===== config.mk =====
export PLATFORM = sky130hd
export DESIGN_NAME = sfmh_cmp
export DESIGN_NICKNAME = d
export VERILOG_FILES = /design/src/rtl/sfmh_pkg.sv /design/src/rtl/sfmh_cmp.sv
export SDC_FILE = /design/constraint.sdc
export NUM_CORES = 1
export LEC_CHECK = 0
export ABC_CLOCK_PERIOD_IN_PS = 3100
export BUFFER_PORTS_ARGS = -buffer_cell sky130_fd_sc_hd__buf_2
export CAP_MARGIN = 20
export CELL_PAD_IN_SITES_DETAIL_PLACEMENT = 1
export CELL_PAD_IN_SITES_GLOBAL_PLACEMENT = 1
export CORE_MARGIN = 4
export CORE_UTILIZATION = 30
export DETAILED_ROUTE_END_ITERATION = 7
export PLACE_DENSITY_LB_ADDON = 0.25
export SETUP_SLACK_MARGIN = 0.2
export SYNTH_ARGS = -nofsm -noshare
export SYNTH_HDL_FRONTEND = slang
export SYNTH_SLANG_ARGS = --single-unit

===== constraint.sdc =====
create_clock -name vclk -period 3.1
set_clock_uncertainty 0.15 [all_clocks]
set_input_delay 0 -clock vclk [all_inputs]
set_output_delay 0 -clock vclk [all_outputs]
set_load 0.02 [all_outputs]

===== src/rtl/sfmh_pkg.sv =====
// ----------------------------------------------------------------------------
// sfmh_pkg
// Shared types and codes for the symbol frequency min-heap.
// ----------------------------------------------------------------------------
package sfmh_pkg;

    localparam int SYM_W  = 8;
    localparam int FREQ_W = 32;

    // operation codes on the func field
    localparam logic [1:0] FUNC_INSERT  = 2'd0;
    localparam logic [1:0] FUNC_BUILD   = 2'd1;
    localparam logic [1:0] FUNC_EXTRACT = 2'd2;

    // result status codes
    localparam logic [1:0] ST_OK    = 2'd0;
    localparam logic [1:0] ST_FULL  = 2'd1;
    localparam logic [1:0] ST_EMPTY = 2'd2;

    typedef struct packed {
        logic [SYM_W-1:0]  sym;
        logic [FREQ_W-1:0] freq;
    } t_entry;

    // which slot holds the smallest key at one sift level
    typedef enum logic [1:0] {
        PICK_PARENT,
        PICK_LEFT,
        PICK_RIGHT
    } t_pick;

    typedef enum logic [2:0] {
        S_IDLE,
        S_DISPATCH,
        S_EX_LOAD,
        S_BLD_NEXT,
        S_BLD_LOAD,
        S_SIFT_RD,
        S_SIFT_CMP,
        S_RESP
    } t_state;

endpackage


===== src/rtl/sfmh_cmp.sv =====
// ----------------------------------------------------------------------------
// sfmh_cmp
// Shared compare unit: picks the smallest key among a parent and its children.
// ----------------------------------------------------------------------------
module sfmh_cmp (
    input  logic [sfmh_pkg::FREQ_W-1:0] i_parent_freq,
    input  logic [sfmh_pkg::FREQ_W-1:0] i_left_freq,
    input  logic [sfmh_pkg::FREQ_W-1:0] i_right_freq,
    input  logic                        i_left_ok,
    input  logic                        i_right_ok,
    output sfmh_pkg::t_pick             o_pick
);
    import sfmh_pkg::*;

    logic              take_left;
    logic [FREQ_W-1:0] best_freq;

    // left first, strict less so the parent wins ties
    always_comb begin
        take_left = i_left_ok && (i_left_freq < i_parent_freq);
        best_freq = take_left ? i_left_freq : i_parent_freq;
        if (i_right_ok && (i_right_freq < best_freq)) begin
            o_pick = PICK_RIGHT;
        end else if (take_left) begin
            o_pick = PICK_LEFT;
        end else begin
            o_pick = PICK_PARENT;
        end
    end

endmodule

==> impl_metrics.py <==
metrics = {
    "status": {
        "outcome": "finished with violations",
        "failed_checks": "negative setup slack",
    },
    "place": {
        "globalplace.congestion": 0.795,
        "post-place-ws_ns": -0.536,
        "hpwl_um": 5930,
        "dpl.cell_count": 457,
        "portBuffers": 100,
    },
    "final_layout": {
        "clock_buffers": 0,
        "seq_cell_count": 0,
        "seqCellArea_um2": 0,
        "layout_common_cells": "83 x buf_2, 51 x buf_4, 48 x ha_1, 29 x mux2i_1, 24 x inv_1",
        "drive_above_1_share_pct": 51.2,
        "area_growth_pct": 72.8,
        "num_antenna_cells": 0,
        "final_common_cell": "buf_2",
        "final_cells": 462,
        "nNetsFinal": 549,
    },
    "critical_path": {
        "cp_max_fo": 4,
        "worstPathArrival_ns": 3.58,
        "worst_setup_path_end_kind": "output port",
        "crit_required_ns": 2.95,
        "crit_type": "in -> out",
        "cp-start-kind": "input port",
    },
    "grt": {
        "grt_use_total_pct": 17.4,
        "grt_pass1_vias": 2495,
        "grt_pass1_wl_um": 11000,
        "grt_max_degree": 13,
        "antenna_found_initial": 0,
        "grt_overflow": 0,
    },
    "floorplanning": {
        "die_width_um": 87.3,
        "die_h_um": 87.3,
        "core_um2": 6030,
        "die_area_um2": 7620,
        "io-pin-count": 100,
        "rows": 28,
        "initial_core_util_pct": 31.3,
    },
    "timing": {
        "fin_crit_sh_pct": 120,
        "fin_tns_setup_ns": -1.18,
        "finalHoldViolCount": 0,
        "relSlewSlack_pct": 72.2,
        "tightest_slew_ns": 0.414,
        "setup_viol": 2,
        "maxSlewViolCount": 0,
        "rsz0062_at_grt": "yes",
        "setup_slack_ns": -0.629,
        "fmax_ghz": 0.268,
        "post-route-min-period_ns": 3.73,
    },
    "logic_synthesis": {
        "synth_warnings": 0,
        "ys_seq_area_share_pct": 0,
        "synth_cells": 236,
        "synth_nets": 396,
        "syn-mean-instance-area_um2": 7.99,
        "synth.distinct_cells": 29,
        "syn-cell-area_um2": 1890,
    },
    "detailed_routing": {
        "dr_wl_met2_um": 3820,
        "wl_per_cell_um": 15.2,
        "drc": 0,
        "vias": 2273,
        "highest_layer": "met4",
        "first_pass_iters": 4,
        "antenna_left": 0,
        "viasPerCell": 4.92,
        "wl_met3_um": 310,
        "drt-total-wl_um": 7020,
        "met1Wirelength_um": 2880,
        "first_iter_violations": 26,
    },
    "pwr": {
        "power_leakage_nw": 1.75,
        "vdd_drop_max_mv": 0.0854,
        "power.density_nw_per_um2": 166,
    },
    "job": {
        "maxCapViolations": 0,
    },
    "worst_hold_path": {
        "hold_class": "in -> out",
    },
}
## cell usage after synthesis (all sizes together)
library cell	number	area (um^2)
o21a	1	7.51
and3	2	12.5
nor3	4	20.0
nand2b	2	12.5
and2	1	6.26
nor2b	1	6.26
nand4	11	68.8
o211ai	4	35.0
nand2	15	56.3
a211o	5	43.8
a211oi	3	22.5
and4	1	8.76
nor4	1	12.5
nor2	7	26.3
mux2i	31	310
o21ai	8	40.0
o311a	1	10.0
o41ai	1	27.5
a21o	5	37.5
o2111ai	1	8.76
nand3	7	35.0
ha	62	776
a221oi	1	8.76
a21oi	22	121
a31oi	1	6.26
buf	3	33.8
inv	35	131
## power breakdown
group	switching, mW	total (mW)	internal [mW]	leakage, nW
Combinational	0.246	0.542	0.295	1.75
Clock	0	0	0	0
Sequential	0	0	0	0
Total	0.246	0.542	0.295	1.75
## repair_timing
action | CTS | global route
setup buffers | 2 | 2
gates cloned | 1 | 0
pin swaps | 6 | 30
resized for setup | 26 | 32
endpoints found under the setup margin | 2 | 2
hold buffers | 0 | 0
## routing by layer
layer / vias up / GRT usage [%]
li1: 1184 / -
met1: 1033 / 21.6
met2: 54 / 34.7
met3: 2 / 0.662
met4: 0 / 0
met5: - / 0
## cell type report
| class | count | area, um^2 |
|---|---|---|
| Fill cell | 761 | 2770 |
| Inverter | 35 | 146 |
| Multi-Input combinational cell | 198 | 1960 |
| Tap cell | 75 | 93.8 |
| Timing Repair Buffer | 154 | 1060 |
## final timing paths
path / slack, ns / startpoint / cells after the start / endpoint
setup / recovery: -0.63 / i_parent_freq[21] / 19 / o_pick[0]
hold / removal: 0.24 / i_right_freq[0] / 5 / o_pick[1]
## logic make-up after synthesis
family | count (synthesis) | synth area share, %
adder cells (fa/ha/maj) | 62 | 41.1
AO/OA/AOI/OAI | 53 | 19.6
AND/OR/NAND/NOR | 52 | 14.1
buffers and inverters | 38 | 8.76
multiplexers | 31 | 16.5
## metrics by stage
stage,instance area (um^2),hold slack [ns],utilization (%),total power [mW]
2_1_floorplan,1980,0.0779,-,0.258
3_3_place_gp,2940,0.237,48.7,0.455
3_5_place_dp,2940,0.258,48.7,0.475
4_1_cts,3100,0.258,51.4,0.510
5_1_grt,3260,0.253,54.1,0.610
6_report,3260,0.238,54.1,0.542
## worst max-delay path: stages
cell	delay, ns
buf_6	0.10
inv_4	0.05
ha_4	0.19
a21oi_2	0.15
o21ai_2	0.09
a221oi_2	0.30
o211ai_1	0.22
a21oi_4	0.24
buf_6	0.15
buf_16	0.12
mux2i_2	0.23
ha_1	0.31
and3_1	0.18
a211o_1	0.29
a211o_1	0.33
a21oi_2	0.21
o211ai_2	0.13
and3_4	0.17
buf_6	0.12
(Power assumes the default switching activity.)
